File: config.mk
export PLATFORM = sky130hd
export DESIGN_NAME = gcpc_ctrl
export DESIGN_NICKNAME = d
export VERILOG_FILES = /design/src/sv/gcpc_pkg.sv /design/src/sv/gcpc_ctrl.sv
export SDC_FILE = /design/constraint.sdc
export NUM_CORES = 1
export LEC_CHECK = 0
export BUFFER_PORTS_ARGS = -buffer_cell sky130_fd_sc_hd__buf_4
export CORE_AREA = 2 2 39 41
export CTS_CLUSTER_DIAMETER = 80
export CTS_CLUSTER_SIZE = 8
export DETAILED_ROUTE_END_ITERATION = 7
export DIE_AREA = 0 0 41 43
export PLACE_DENSITY = 0.75
export SYNTH_ARGS = -nofsm -noshare
export SYNTH_HDL_FRONTEND = slang
export SYNTH_SLANG_ARGS = --single-unit
File: constraint.sdc
create_clock -name clk -period 2.9 [get_ports clk]
set_input_delay 0.29 -clock clk [delete_from_list [all_inputs] [get_ports clk]]
set_output_delay 0.29 -clock clk [all_outputs]
set_load 0.05 [all_outputs]
File: src/sv/gcpc_pkg.sv
// ----------------------------------------------------------------------------
// gcpc_pkg
// Shared types and constants for the graph closure and property check block.
// ----------------------------------------------------------------------------
package gcpc_pkg;

    localparam int MAX_VERTICES_DEF = 64;

    localparam int VERTEX_W     = 7;
    localparam int ROW_VERTEX_W = 6;
    localparam int REACH_W      = 64;

    localparam int IN_DATA_W  = 16;
    localparam int OUT_DATA_W = 72;
    localparam int OUT_USER_W = 4;
    localparam int OUT_PAD_W  = OUT_DATA_W - ROW_VERTEX_W - REACH_W;

    localparam int CFG_INDEX_W = 2;
    localparam int CFG_DATA_W  = 7;

    localparam logic [CFG_INDEX_W-1:0] CFG_DIRECTED = 2'd0;
    localparam logic [CFG_INDEX_W-1:0] CFG_VCOUNT   = 2'd1;
    localparam logic [CFG_INDEX_W-1:0] CFG_BASE     = 2'd2;

    localparam logic [VERTEX_W-1:0] VCOUNT_RESET = 7'd64;

    typedef enum logic [3:0] {
        ST_IDLE,
        ST_E_RD,
        ST_E_WR1,
        ST_E_WR2,
        ST_INIT_RD,
        ST_INIT_WR,
        ST_PV_RD,
        ST_PV_LAT,
        ST_CL_RD,
        ST_CL_WR,
        ST_OUT_RD,
        ST_OUT_LD
    } state_t;

    typedef struct packed {
        logic edge_take;
        logic edge_rd;
        logic wr_from;
        logic wr_to;
        logic init_rd;
        logic init_wr;
        logic pv_rd;
        logic pv_lat;
        logic cl_rd;
        logic cl_wr;
        logic out_rd;
        logic out_ld;
        logic clr_row;
        logic inc_row;
        logic clr_piv;
        logic inc_piv;
        logic init_flags;
        logic end_run;
    } cmd_t;

    typedef struct packed {
        logic edge_bad;
        logic edge_last;
        logic directed;
        logic row_last;
        logic piv_last;
        logic out_free;
    } stat_t;

endpackage

File: src/sv/gcpc_ctrl.sv
// ----------------------------------------------------------------------------
// gcpc_ctrl
// Controller: edge load, mask pass, closure sweeps and row output sequencing.
// ----------------------------------------------------------------------------
module gcpc_ctrl (
    input  logic           clk,
    input  logic           rst_n,
    input  logic           in_valid,
    output logic           in_ready,
    input  gcpc_pkg::stat_t stat,
    output gcpc_pkg::cmd_t  cmd
);

    gcpc_pkg::state_t state_reg;
    gcpc_pkg::state_t state_next;

    always_ff @(posedge clk or negedge rst_n)
    begin
        if (!rst_n)
        begin
            state_reg <= gcpc_pkg::ST_IDLE;
        end
        else
        begin
            state_reg <= state_next;
        end
    end

    always_comb
    begin
        state_next = state_reg;
        case (state_reg)
            gcpc_pkg::ST_IDLE:
            begin
                if (in_valid)
                begin
                    state_next = gcpc_pkg::ST_E_RD;
                end
            end
            gcpc_pkg::ST_E_RD:
            begin
                state_next = gcpc_pkg::ST_E_WR1;
            end
            gcpc_pkg::ST_E_WR1:
            begin
                if (!stat.edge_bad && !stat.directed)
                begin
                    state_next = gcpc_pkg::ST_E_WR2;
                end
                else if (stat.edge_last)
                begin
                    state_next = gcpc_pkg::ST_INIT_RD;
                end
                else
                begin
                    state_next = gcpc_pkg::ST_IDLE;
                end
            end
            gcpc_pkg::ST_E_WR2:
            begin
                if (stat.edge_last)
                begin
                    state_next = gcpc_pkg::ST_INIT_RD;
                end
                else
                begin
                    state_next = gcpc_pkg::ST_IDLE;
                end
            end
            gcpc_pkg::ST_INIT_RD:
            begin
                state_next = gcpc_pkg::ST_INIT_WR;
            end
            gcpc_pkg::ST_INIT_WR:
            begin
                state_next = stat.row_last ? gcpc_pkg::ST_PV_RD : gcpc_pkg::ST_INIT_RD;
            end
            gcpc_pkg::ST_PV_RD:
            begin
                state_next = gcpc_pkg::ST_PV_LAT;
            end
            gcpc_pkg::ST_PV_LAT:
            begin
                state_next = gcpc_pkg::ST_CL_RD;
            end
            gcpc_pkg::ST_CL_RD:
            begin
                state_next = gcpc_pkg::ST_CL_WR;
            end
            gcpc_pkg::ST_CL_WR:
            begin
                if (!stat.row_last)
                begin
                    state_next = gcpc_pkg::ST_CL_RD;
                end
                else if (stat.piv_last)
                begin
                    state_next = gcpc_pkg::ST_OUT_RD;
                end
                else
                begin
                    state_next = gcpc_pkg::ST_PV_RD;
                end
            end
            gcpc_pkg::ST_OUT_RD:
            begin
                if (stat.out_free)
                begin
                    state_next = gcpc_pkg::ST_OUT_LD;
                end
            end
            gcpc_pkg::ST_OUT_LD:
            begin
                state_next = stat.row_last ? gcpc_pkg::ST_IDLE : gcpc_pkg::ST_OUT_RD;
            end
            default:
            begin
                state_next = gcpc_pkg::ST_IDLE;
            end
        endcase
    end

    always_comb
    begin
        cmd      = '0;
        in_ready = 1'b0;
        case (state_reg)
            gcpc_pkg::ST_IDLE:
            begin
                in_ready      = 1'b1;
                cmd.edge_take = in_valid;
            end
            gcpc_pkg::ST_E_RD:
            begin
                cmd.edge_rd = 1'b1;
            end
            gcpc_pkg::ST_E_WR1:
            begin
                cmd.wr_from = !stat.edge_bad;
                if ((stat.edge_bad || stat.directed) && stat.edge_last)
                begin
                    cmd.clr_row    = 1'b1;
                    cmd.init_flags = 1'b1;
                end
            end
            gcpc_pkg::ST_E_WR2:
            begin
                cmd.wr_to = 1'b1;
                if (stat.edge_last)
                begin
                    cmd.clr_row    = 1'b1;
                    cmd.init_flags = 1'b1;
                end
            end
            gcpc_pkg::ST_INIT_RD:
            begin
                cmd.init_rd = 1'b1;
            end
            gcpc_pkg::ST_INIT_WR:
            begin
                cmd.init_wr = 1'b1;
                if (stat.row_last)
                begin
                    cmd.clr_piv = 1'b1;
                end
                else
                begin
                    cmd.inc_row = 1'b1;
                end
            end
            gcpc_pkg::ST_PV_RD:
            begin
                cmd.pv_rd = 1'b1;
            end
            gcpc_pkg::ST_PV_LAT:
            begin
                cmd.pv_lat  = 1'b1;
                cmd.clr_row = 1'b1;
            end
            gcpc_pkg::ST_CL_RD:
            begin
                cmd.cl_rd = 1'b1;
            end
            gcpc_pkg::ST_CL_WR:
            begin
                cmd.cl_wr = 1'b1;
                if (!stat.row_last)
                begin
                    cmd.inc_row = 1'b1;
                end
                else if (stat.piv_last)
                begin
                    cmd.clr_row = 1'b1;
                end
                else
                begin
                    cmd.inc_piv = 1'b1;
                end
            end
            gcpc_pkg::ST_OUT_RD:
            begin
                cmd.out_rd = stat.out_free;
            end
            gcpc_pkg::ST_OUT_LD:
            begin
                cmd.out_ld = 1'b1;
                if (stat.row_last)
                begin
                    cmd.end_run = 1'b1;
                end
                else
                begin
                    cmd.inc_row = 1'b1;
                end
            end
            default:
            begin
                cmd = '0;
            end
        endcase
    end

endmodule

---- Word-level counts from Yosys, hierarchy flattened ----
Index checks and enable logic that the tools add are counted.
word-level totals
  output and inout bits ................... 19
  input bits .............................. 9
  flip-flop bits (word level) ............. 4
cells by class
  eq/ne operators ......................... 13
  reductions and logical operators ........ 8
  muxes and demuxes ....................... 36
operator list
  kind                                                             count
  4-bit case mux with 12 select lines                              1
  1-bit 2-to-1 mux                                                 25
  4-bit 2-to-1 mux                                                 5
  4-bit by 3-bit == test with 1-bit output, second input constant  4
  4-bit == test, second input constant                             4
  4-bit by 2-bit == test with 1-bit output, second input constant  2
  3-bit 2-to-1 mux                                                 2
  4-bit by 1-bit == test with 1-bit output, second input constant  1
  4-bit logical NOT                                                1
  2-bit inequality test, second input constant                     2
  1-bit case mux with 4 select lines                               1
  3-bit OR reduction                                               1
  1-bit logical AND                                                2
  1-bit logical NOT                                                2
  2-bit 2-to-1 mux                                                 1
  1-bit case mux with 2 select lines                               1
  2-bit AND reduction                                              1
  1-bit logical OR                                                 1

---- Logic depth before layout (Yosys ltp) ----
  depth in word-level cells ............... 4
  mapped depth ............................ 4
  depth with buffers taken out ............ 3

---- Worst setup path after synthesis ----
OpenSTA, ideal clock, no wires.
  path kind ............................... register to output
  start point ............................. register state_reg[0]
  end point ............................... output cmd[15] in the netlist's numbering
  arrival ................................. 2.221 ns
  data required time ...................... 2.610 ns
  cell stages (with the launch flop) ...... 4
  slack ................................... 0.389 ns
  path buffers ............................ 1
  path through ............................ dfrtp_1 buf_2 nand2b_1 nor4_1
RTL lines
  what                      RTL line         RTL
  start: declaration        gcpc_ctrl.sv:14  gcpc_pkg::state_t state_reg;
  start signal: assignment  gcpc_ctrl.sv:21  state_reg <= gcpc_pkg::ST_IDLE;
  start signal: assignment  gcpc_ctrl.sv:25  state_reg <= state_next;
  end: declaration          gcpc_ctrl.sv:11  output gcpc_pkg::cmd_t cmd

==> impl_metrics.ini <==
[outcome]
run_status = complete, no violations

[job]
max_cap_violations = 0

[clock_tree]
cts_tree = yes
tritoncts_num_sinks = 4
clockBufferDepth = 2
source_to_sink_clock_delay_at_the_later_pin_of_the_worst_skew_pair_ps = 230
cts-resized-gates = 0
ctsRootBufferMaster = sky130_fd_sc_hd__clkbuf_4
cts.htree.levels = 1
worst_setup_hold_path_clk_slew_ps = 40
cts_inserted_buffers = 3

[floorplan]
floorplan.core_area_um2 = 1380
die_w_um = 41
die_area_um2 = 1760
rows = 14
die_height_um = 43
initial_utilization_pct = 34.7
floorplan.io_pins = 28

[power_and_ir_drop]
power_share_of_the_clock_group_pct = 7.7
total_switching_power_mw = 0.552
swShare_pct = 61.4
p_per_area_nw_per_um2 = 1290
p_seq_share_pct = 22.5
p_int_mw = 0.347
power_leakage_nw = 0.328
power.combinational.fraction_pct = 69.8
total_power_mw = 0.900
ir_drop_mv = 0.573

[yosys]
mappedNetlistArea_um2 = 480
netlist_top_cells_area = sky130_fd_sc_hd__dfrtp_1 21%, sky130_fd_sc_hd__nor3_1 7.3%, sky130_fd_sc_hd__buf_6 7.0%
ys_async_rst_share_pct = 100
ys_top_cells_by_count = 7 x sky130_fd_sc_hd__nor2_1, 7 x sky130_fd_sc_hd__nor3_1, 4 x sky130_fd_sc_hd__dfrtp_1, 4 x sky130_fd_sc_hd__nand2_1, 4 x sky130_fd_sc_hd__o21ai_1
total_of_flip_flops_plus_latches_after_synthesis = 4
synthCells = 61
post_synth_mux_area_share_pct = 0
synth_top_family_by_area = simple AND/OR/NAND/NOR gates
seq_area_frac_synth_pct = 20.8
post-synth-top-area-fraction_pct = 20.8
yosys.area.top_type = sky130_fd_sc_hd__dfrtp_1
synth_enable_flop_cells = 0
post_synth_xor_area_fraction_pct = 0
synth_compound_gate_area_share_pct = 30.2
ys.warnings.count = 0
synthesis.area_per_instance_um2 = 7.88
main_flop_type_after_synthesis = sky130_fd_sc_hd__dfrtp_1
arithmetic_cell_share_of_the_synthesized_area_counting_full_adders_half_adders_and_majority_gates_pct = 0
yosys.cell_types.count = 34
synth_fp_nets = 70
synthSimpleGateAreaFrac_pct = 37.0

[grt]
globalRoute.totalOverflow = 0
number_of_antenna_violations_at_the_first_check_in_global_routing = 0
grt_pass1_vias = 491
grt_pass1_wl_um = 2240
groute.usage.overall_pct = 18.3
grt_start_max_net_pins = 16

[detailed_routing]
routed_via_density = 5.42
dr.pass1.iters = 4
routedWlPerCell_um = 13.8
num_vias = 564
drtAntennaViolNets = 0
route.met2.wl_um = 688
met3_length_um = 121
drt-met1-wl_um = 621
route.final.wire_length_um = 1430
post-route-drc-count = 0
maxUsedRoutingLayer = met3
detail_route.iter0.violations = 18

[layout]
insertedDiodeCount = 0
fillers = 156
final-seq-area_um2 = 100
area.growth.synth_to_final_pct = 45.1
proportion_of_layout_cells_with_a_drive_suffix_above_1_pct = 46.6
multi_input_area_um2 = 323
largest_reg_flops = 4
nNetsFinal = 99

[setup_path]
reg2reg_slack_ps = 1550
timing.critical_path.cells = nand2_1, nor3_1, buf_4
startpoint_class = register
cp.arrival_ps = 1720
worstPathMaxFanout = 14
timing.setup.critical_path_class = reg2out
worstRegToRegCells = 2
crit_path_max_incr_delay_ps = 660
crit_family = flip-flops
r2r_end = state_reg[2]
crit_required_ps = 2610
r2r_start = state_reg[0]
timing.critical_path.to_type = output port
critical-path-slowest-cell = sky130_fd_sc_hd__dfrtp_1
worst-path-buf-inv = 1

[sta]
fmax_ghz = 0.496
worst_slew_pin_slew_ps = 577
post-route-period-util_pct = 69.5
maxSlewHeadroom_pct = 61.6
final.setup_skew_ps = 1.45
finalSetupTns_ps = 0
hold_viol = 0
finalCriticalPeriod_ps = 2010
rsz0062_at_grt = false
final.hold.worst_slack_ps = 298
setup_viol_count_final = 0
drv_slew = 0

[min_path]
timing.hold.worst.start = stat[1]
min-delay-path-class = in2reg
min_delay_path_depth = 2
hold-path-endpoint = state_reg[2]

[place]
io_buffer_count = 27
detailed_place_hpwl_um = 1010
globalplace.congestion = 0.856
-- stage by stage --
step | setup WS [ps] | cells | utilization [%] | instance area, um^2
after global placement | 1240 | 100 | 48.0 | 664
after global routing | 794 | 104 | 50.4 | 697
final | 886 | 104 | 50.4 | 697
after CTS | 935 | 104 | 50.4 | 697
after floorplan | 389 | 61 | - | 480
after detailed placement | 1180 | 100 | 48.0 | 664
-- how the worst max path moves through the flow --
stage	startpoint	slack [ps]	to	cells after the start
final	state_reg[0]	890	cmd[16]	3
after global routing	state_reg[0]	790	cmd[16]	3
after CTS	state_reg[2]	940	cmd[4]	4
after detailed placement	state_reg[2]	1180	cmd[4]	4
after global placement	state_reg[2]	1240	cmd[4]	4
after floorplan	state_reg[0]	390	cmd[15]	3
-- per-layer routing --
metal / vias to the layer above / GRT usage (%)
met5: - / 0
met4: 0 / 8.00
met3: 0 / 3.14
met2: 30 / 27.8
met1: 256 / 24.3
li1: 278 / -
-- kinds of logic (layout without fill, tap and decap cells) --
logic type | count (synthesis) | count (layout)
AND/OR/NAND/NOR | 31 | 31
flip-flops | 4 | 4
AO/OA/AOI/OAI | 17 | 17
buffers and inverters | 9 | 36
-- placed cells by master (no fill, tap or decap) --
| cell type | Yosys | routed |
|---|---|---|
| sky130_fd_sc_hd__a21o_1 | 1 | 1 |
| sky130_fd_sc_hd__a21oi_1 | 2 | 2 |
| sky130_fd_sc_hd__a221oi_2 | 2 | 2 |
| sky130_fd_sc_hd__a2bb2oi_1 | 1 | 1 |
| sky130_fd_sc_hd__a41oi_2 | 1 | 1 |
| sky130_fd_sc_hd__and2_1 | 1 | 1 |
| sky130_fd_sc_hd__and3_1 | 1 | 1 |
| sky130_fd_sc_hd__buf_4 | 0 | 27 |
| sky130_fd_sc_hd__clkbuf_4 | 0 | 3 |
| sky130_fd_sc_hd__clkinv_1 | 1 | 1 |
| sky130_fd_sc_hd__dfrtp_1 | 4 | 4 |
| sky130_fd_sc_hd__dlygate4sd3_1 | 0 | 1 |
| sky130_fd_sc_hd__inv_1 | 3 | 3 |
| sky130_fd_sc_hd__inv_2 | 1 | 1 |
| sky130_fd_sc_hd__nand2_1 | 4 | 4 |
| sky130_fd_sc_hd__nand2_2 | 1 | 1 |
| sky130_fd_sc_hd__nand2b_1 | 1 | 1 |
| sky130_fd_sc_hd__nand2b_2 | 1 | 1 |
| sky130_fd_sc_hd__nand2b_4 | 1 | 1 |
| sky130_fd_sc_hd__nand3_1 | 1 | 1 |
| sky130_fd_sc_hd__nand4_1 | 1 | 1 |
| sky130_fd_sc_hd__nor2_1 | 7 | 7 |
| sky130_fd_sc_hd__nor2_4 | 1 | 1 |
| sky130_fd_sc_hd__nor2b_1 | 1 | 1 |
| sky130_fd_sc_hd__nor3_1 | 7 | 7 |
| sky130_fd_sc_hd__nor4_1 | 1 | 1 |
| sky130_fd_sc_hd__nor4_2 | 1 | 1 |
| sky130_fd_sc_hd__o2111ai_1 | 1 | 1 |
| sky130_fd_sc_hd__o211ai_1 | 1 | 1 |
| sky130_fd_sc_hd__o21ai_1 | 4 | 4 |
| sky130_fd_sc_hd__o21ai_2 | 1 | 1 |
| sky130_fd_sc_hd__o22ai_1 | 1 | 1 |
| sky130_fd_sc_hd__o311ai_1 | 1 | 1 |
| sky130_fd_sc_hd__o31ai_2 | 1 | 1 |
| sky130_fd_sc_hd__or2_1 | 1 | 1 |
-- layout make-up --
type | count | share of cell area, %
multi-input cells | 48 | 46.3
repair buffers | 28 | 30.5
flip-flops and latches | 4 | 14.4
clock buffers | 3 | 3.23
well taps | 16 | 2.87
inverters | 5 | 2.69
-- worst register-to-register path: cells and delay by family (launching register included) --
kind,cells,cell delay (ps)
and+or+nand+nor,1,270
DFF,1,660
AOI/OAI and AO/OA,1,320
-- power by group through the flow --
| stage | logic (mW) | registers [mW] | clock network [mW] |
|---|---|---|---|
| global placement | 0.617 | 0.196 | 0 |
| finish | 0.628 | 0.203 | 0.0690 |
| floorplan | 0.581 | 0.117 | 0 |
| CTS | 0.628 | 0.198 | 0.0697 |
| global route | 0.672 | 0.213 | 0.0711 |
| detailed placement | 0.622 | 0.199 | 0 |
-- timing repair --
action,4_1_cts,5_1_grt
hold buffers,1,0
hold endpoints to repair,4,0
setup buffers,0,0
(Power assumes the default switching activity.)
